## src/rtl/core/skat_pkg.sv

```systemverilog
package skat_pkg;

  localparam int CAPACITY_DEF = 32;

  localparam int KEY_W  = 32;
  localparam int AMT_W  = 32;
  localparam int CNT_W  = 32;
  localparam int BAL_W  = 48;
  localparam int TOT_W  = 6;
  localparam int STAT_W = 2;

  localparam logic [BAL_W-1:0] BAL_MAX = {1'b0, {(BAL_W-1){1'b1}}};
  localparam logic [BAL_W-1:0] BAL_MIN = {1'b1, {(BAL_W-1){1'b0}}};

  typedef enum logic [STAT_W-1:0] {
    ST_MERGED   = 2'd0,
    ST_INSERTED = 2'd1,
    ST_DROPPED  = 2'd2,
    ST_REPORT   = 2'd3
  } status_t;

  // one table entry
  typedef struct packed {
    logic [KEY_W-1:0] key;
    logic [CNT_W-1:0] count;
    logic [BAL_W-1:0] bal;
  } entry_t;

  // shared unit results
  typedef struct packed {
    logic             key_eq;
    logic             key_gt;
    entry_t           merged;
    logic [BAL_W-1:0] delta;
  } alu_res_t;

endpackage

```

## src/rtl/core/skat_alu.sv

```systemverilog
module skat_alu (
  input  skat_pkg::entry_t           cur,
  input  logic [skat_pkg::KEY_W-1:0] key,
  input  logic [skat_pkg::AMT_W-1:0] amount,
  input  logic                       is_debit,
  output skat_pkg::alu_res_t         res
);

  localparam int SW = skat_pkg::BAL_W + 1;

  logic [SW-1:0] mag_w;
  logic [SW-1:0] delta_w;
  logic [SW-1:0] sum_w;

  always_comb begin
    mag_w   = SW'(amount);
    delta_w = is_debit ? (~mag_w + SW'(1)) : mag_w;
    sum_w   = {cur.bal[skat_pkg::BAL_W-1], cur.bal} + delta_w;

    res.key_eq     = (cur.key == key);
    res.key_gt     = (cur.key > key);
    res.delta      = delta_w[skat_pkg::BAL_W-1:0];
    res.merged.key = cur.key;
    // visit count sticks at all ones
    res.merged.count = (&cur.count) ? cur.count : cur.count + skat_pkg::CNT_W'(1);
    // sign bits disagree: overflow, clamp toward the sign of the true sum
    if (sum_w[SW-1] != sum_w[SW-2]) begin
      res.merged.bal = sum_w[SW-1] ? skat_pkg::BAL_MIN : skat_pkg::BAL_MAX;
    end else begin
      res.merged.bal = sum_w[skat_pkg::BAL_W-1:0];
    end
  end

endmodule

```

## config.mk

```make
export PLATFORM = sky130hd
export DESIGN_NAME = skat_alu
export DESIGN_NICKNAME = d
export VERILOG_FILES = /design/src/rtl/core/skat_pkg.sv /design/src/rtl/core/skat_alu.sv
export SDC_FILE = /design/constraint.sdc
export NUM_CORES = 1
export LEC_CHECK = 0
export BUFFER_PORTS_ARGS = -buffer_cell sky130_fd_sc_hd__buf_2
export CAP_MARGIN = 20
export CELL_PAD_IN_SITES_DETAIL_PLACEMENT = 2
export CELL_PAD_IN_SITES_GLOBAL_PLACEMENT = 2
export CORE_MARGIN = 10
export CORE_UTILIZATION = 23
export DETAILED_ROUTE_END_ITERATION = 8
export PLACE_DENSITY_LB_ADDON = 0.1
export SYNTH_ARGS = -nofsm -noshare
export SYNTH_HDL_FRONTEND = slang
export SYNTH_SLANG_ARGS = --single-unit
```

## constraint.sdc

```tcl
create_clock -name vclk -period 5.8
set_input_delay 0 -clock vclk [all_inputs]
set_output_delay 0 -clock vclk [all_outputs]
set_load 0.02 [all_outputs]
```

Word level (Yosys, flattened, before mapping)
Cells that the tools add are included.
Word-level totals
  flip-flop bits (word level): 0
  output and inout port bits: 162
  bits of input ports: 177
  word-level logic and storage cells: 12
Cells by class
  reductions and logical operators: 1
  bitwise operators: 1
  $add $sub $neg: 3
  equal/unequal tests: 2
  $lt $le $gt $ge: 1
  multiplexer cells: 4
Operator list (count)
  $mux W48: 2
  $add A49 B1 Y49 const B: 1
  $add A49 B49 Y49: 1
  $mux W49: 1
  $not A32 Y49: 1
  $add A32 B1 Y32 const B: 1
  $eq A32 B32 Y1: 1
  $gt A32 B32 Y1: 1
  $mux W32: 1
  $reduce_and A32 Y1: 1
  $ne A1 B1 Y1: 1

Longest topological paths before layout
  depth in word-level cells: 6
  mapped depth: 22
  gate-level depth less buffers: 19

Least setup slack after synthesis
Ideal clock, no wire load.
  path type: input-to-output
  start: input amount[5] (netlist name)
  end: output res[50] (netlist name)
  arrival: 4.927 ns
  slack: 0.873 ns
  buffers on the path: 3
  stages: 22
  cells stage by stage: nor4_4 nand2_1 or4_1 or4_4 nand2b_1 nand2b_4 nand2b_4 buf_6 o31ai_2 xnor2_1 ha_1 clkbuf_1 a21oi_1 nor2_1 a211o_1 and2_1 a211o_1 a311oi_1 a221oi_4 nand2_2 buf_2 o21ai_0
RTL lines
  start, declared: RTL line skat_alu.sv:4  | input logic [skat_pkg::AMT_W-1:0] amount,
  end, declared: RTL line skat_alu.sv:6  | output skat_pkg::alu_res_t res

==> results.md <==
- After detailed placement, the total cell area comes to 0.00743 mm².
- The critical path endpoint category is an output port.
- Once layout is done, the placed cells without fillers occupy 0.00748 mm².
- The wire length of the first global-routing pass is 46.3 mm.
- The final layout contains routed wiring with a total length of 30.3 mm.
- Along the worst path, the maximum fanout reaches 18.
- The final number of hold-violating endpoints is 0.
- For the worst setup path, the data required time is 5.80 ns.
- The total power density per cell area is 164 mW/mm².
- In this run the remaining antenna-violating nets after routing total 0.
- The post-layout total power is 1230 µW.
- Counting the fill cells in the layout gives 3047.
- The detailed-router iteration count before antenna repair is 7.
- The die outline area is 0.0309 mm².
- The leakage power summed over all cells is 0.00366 µW.
- The critical-path cell with the highest stage delay is sky130_fd_sc_hd__or4_1.
- Derived from the worst setup path, the maximum achievable clock frequency is 0.186 GHz.
- Summed over all failing endpoints, the final setup total negative slack is 0 ns.
- The number of warnings issued by yosys is 0.
- The stage delay of the slowest cell on the critical path is 0.46 ns.
- The number of buffers and inverters on the critical path is 3.
- At the end of routability-driven placement, the weighted congestion stood at 0.863.
- The post-synthesis net count is 1070.
- The vias per cell is 5.01.
- Of the available clock period, the critical path in the final layout requires 0.925.
- The vertical die dimension is 176 µm.
- For this block, the initial DRC count from the detailed router was 224.
- The initialized floorplan defines 56 standard-cell rows.
- The type of the worst setup path is input port to output port.
- Setup violations remaining at the end of the flow were counted as 0.
- The finished layout holds 1425 standard cells, fillers aside.
- The global-route usage over all layers is 0.184.
- The area overhead of the layout relative to synthesis is 34.0%.
- Setup repair after global routing left no endpoint under its margin.
- The worst setup path is launched from an input port.
- The via count of the routed design is 7136.
- In the final layout, the share of cells above drive strength 1 is 0.348.
- Synthesis instantiated 73 different standard cells from the library.
- 339 I/O pins were placed.
- The signal on the critical path passes through buf_2 > nor4_4 > nand2_1 > or4_1 > or4_4 > nand2b_1 > nand2b_4 > nand2b_4 > o31ai_1 > xnor2_1 > ha_2 > and4_1 > nand4_1 > or2_2 > a21oi_1 > o21ai_0 > a32o_1 > a41oi_4 > nand2_8 > buf_4 > a21oi_1 > buf_2.
- The tool flagged a number of max-cap violations equal to 0.
- The initial antenna violation count was 5.
- The worst slack after detailed placement is 0.147 ns.
- After technology mapping, the gate count stands at 810.
- The pin count of the biggest net entering global routing is 27.
- The worst path meets setup with 0.434 ns of slack.
- The worst voltage drop across the vdd grid is 0.0849 mV.
- The number of antenna diodes in the final layout is 0.
- Hold repair after CTS inserted 0 buffers.
- By area the synthesized netlist is led by sky130_fd_sc_hd__ha_1, sky130_fd_sc_hd__xnor2_1, sky130_fd_sc_hd__a21oi_1, sky130_fd_sc_hd__buf_4, sky130_fd_sc_hd__nand2_1.
- The detailed-route wire length per cell is 21.3 µm.
- The worst-margin pin slew is 0.739 ns.
- The number of placed instances with taps included is 1423.
- The design has 0 sequential cells.
- After synthesis the cells add up to 0.00558 mm².
- At the worst endpoint, the arrival time is 5.37 ns.
- The max-slew violation count is 0.
- The synthesized design spends more area on one cell type than any other, namely sky130_fd_sc_hd__ha_1.
- In the final layout, flip-flops and latches occupy 0 µm².
- In this run the tightest slew margin relative to its limit is 0.503.
- The average instance area after synthesis is 6.89 µm².
- In the finished layout, the clock tree contains a buffer count of 0.
- Summed over all layers, the global routing overflow is 0.
- Buffers placed on the I/O ports in this run total 339.
- The type of the tightest min-delay check is input port to output port.
- The total half-perimeter wirelength after legalization and detailed placement is 27.5 mm.
- The initial cell density of the core is 0.236.
- The number of global-route vias before repair is 7795.
- Measured along the x axis, the die boundary spans 176 µm.
- The core region is 0.0237 mm².
- The flow ran to the end, and the final reports show no timing, DRC or antenna violations.
- The share of the synthesized area in the top cell type is 0.184.
- The post-layout minimum cycle time is 5.37 ns.
- The register area share after synthesis is 0.
- The net total in the final layout is 1368.
- The remaining design rule violation count is 0.
- On the critical path the largest part of the delay comes from simple AND/OR/NAND/NOR gates.
- The footprint of the multi-input gates is 0.00504 mm².
[cells by family after synthesis]
group | Yosys count | synth area share
and+or+nand+nor | 230 | 0.221
AOI/OAI and AO/OA | 272 | 0.313
buffers and inverters | 116 | 0.104
muxes | 1 | 0.00202
xor gates and xnor gates | 105 | 0.166
adders and majority gates | 86 | 0.193
[per-layer routing]
layer	GRT usage	routed length [µm]	vias up
met1	0.217	13000	3370
li1	-	-	3527
met3	0.0429	2140	10
met4	0.00565	117	6
met5	0	41	-
met2	0.343	15100	223
[cell usage after synthesis (5+ instances only)]
library cell               count
sky130_fd_sc_hd__o21ai_1      26
sky130_fd_sc_hd__o21ai_0      46
sky130_fd_sc_hd__ha_1         82
sky130_fd_sc_hd__a21oi_1      77
sky130_fd_sc_hd__xnor2_1      78
sky130_fd_sc_hd__o31a_1        8
sky130_fd_sc_hd__and2_1        6
sky130_fd_sc_hd__or2_2         8
sky130_fd_sc_hd__o21bai_1     12
sky130_fd_sc_hd__nand3_1      24
sky130_fd_sc_hd__a21o_1       26
sky130_fd_sc_hd__clkbuf_1     20
sky130_fd_sc_hd__nand2_1      66
sky130_fd_sc_hd__o21a_1       18
sky130_fd_sc_hd__buf_2         7
sky130_fd_sc_hd__nor4_1        5
sky130_fd_sc_hd__and4_1        8
sky130_fd_sc_hd__buf_4        33
sky130_fd_sc_hd__nor3_1       11
sky130_fd_sc_hd__xor2_1       26
sky130_fd_sc_hd__nor2b_1       5
sky130_fd_sc_hd__or3_1         7
sky130_fd_sc_hd__o31ai_1      10
sky130_fd_sc_hd__nor2_1       36
sky130_fd_sc_hd__nand4_1      27
sky130_fd_sc_hd__o211ai_1      8
sky130_fd_sc_hd__inv_1        54
[cell usage in the layout (no fill, tap or decap), drive strengths merged, types with 18 or more instances in the layout]
cell / count
ha: 82
a21o: 26
a21oi: 78
xor2: 26
xnor2: 79
o21a: 18
nor2: 37
nand3: 25
nand4: 27
buf: 358
o21ai: 72
inv: 54
nand2: 67
[cell type report]
| cell class | instances | area share |
|---|---|---|
| multi-input combinational | 694 | 0.674 |
| timing repair buffer | 358 | 0.246 |
| inverter | 54 | 0.0271 |
| tap | 319 | 0.0534 |
[stage by stage]
stage | utilization | hold WS (ns)
after detailed placement | 0.314 | 0.249
after global routing | 0.316 | 0.253
final | 0.316 | 0.246
after global placement | 0.314 | 0.250
after floorplan | - | 0.113
after CTS | 0.314 | 0.249
[power by group]
group          leakage [µW]  internal (µW)  switching [µW]
Sequential                0              0               0
Combinational       0.00366            443             785
Clock                     0              0               0
[timing repair]
item / CTS / global route
setup endpoints to repair: 0 / 42
buffers inserted: 0 / 2
endpoints found under the hold margin: 0 / 0
gates resized for setup: 0 / 5
[worst paths after layout]
kind	slack (ns)	depth (start not counted)	start	to
max	0.43	22	amount[5]	res[64]
min	0.25	2	cur[98]	res[146]
Note: power is estimated with default switching activity, not from simulation.
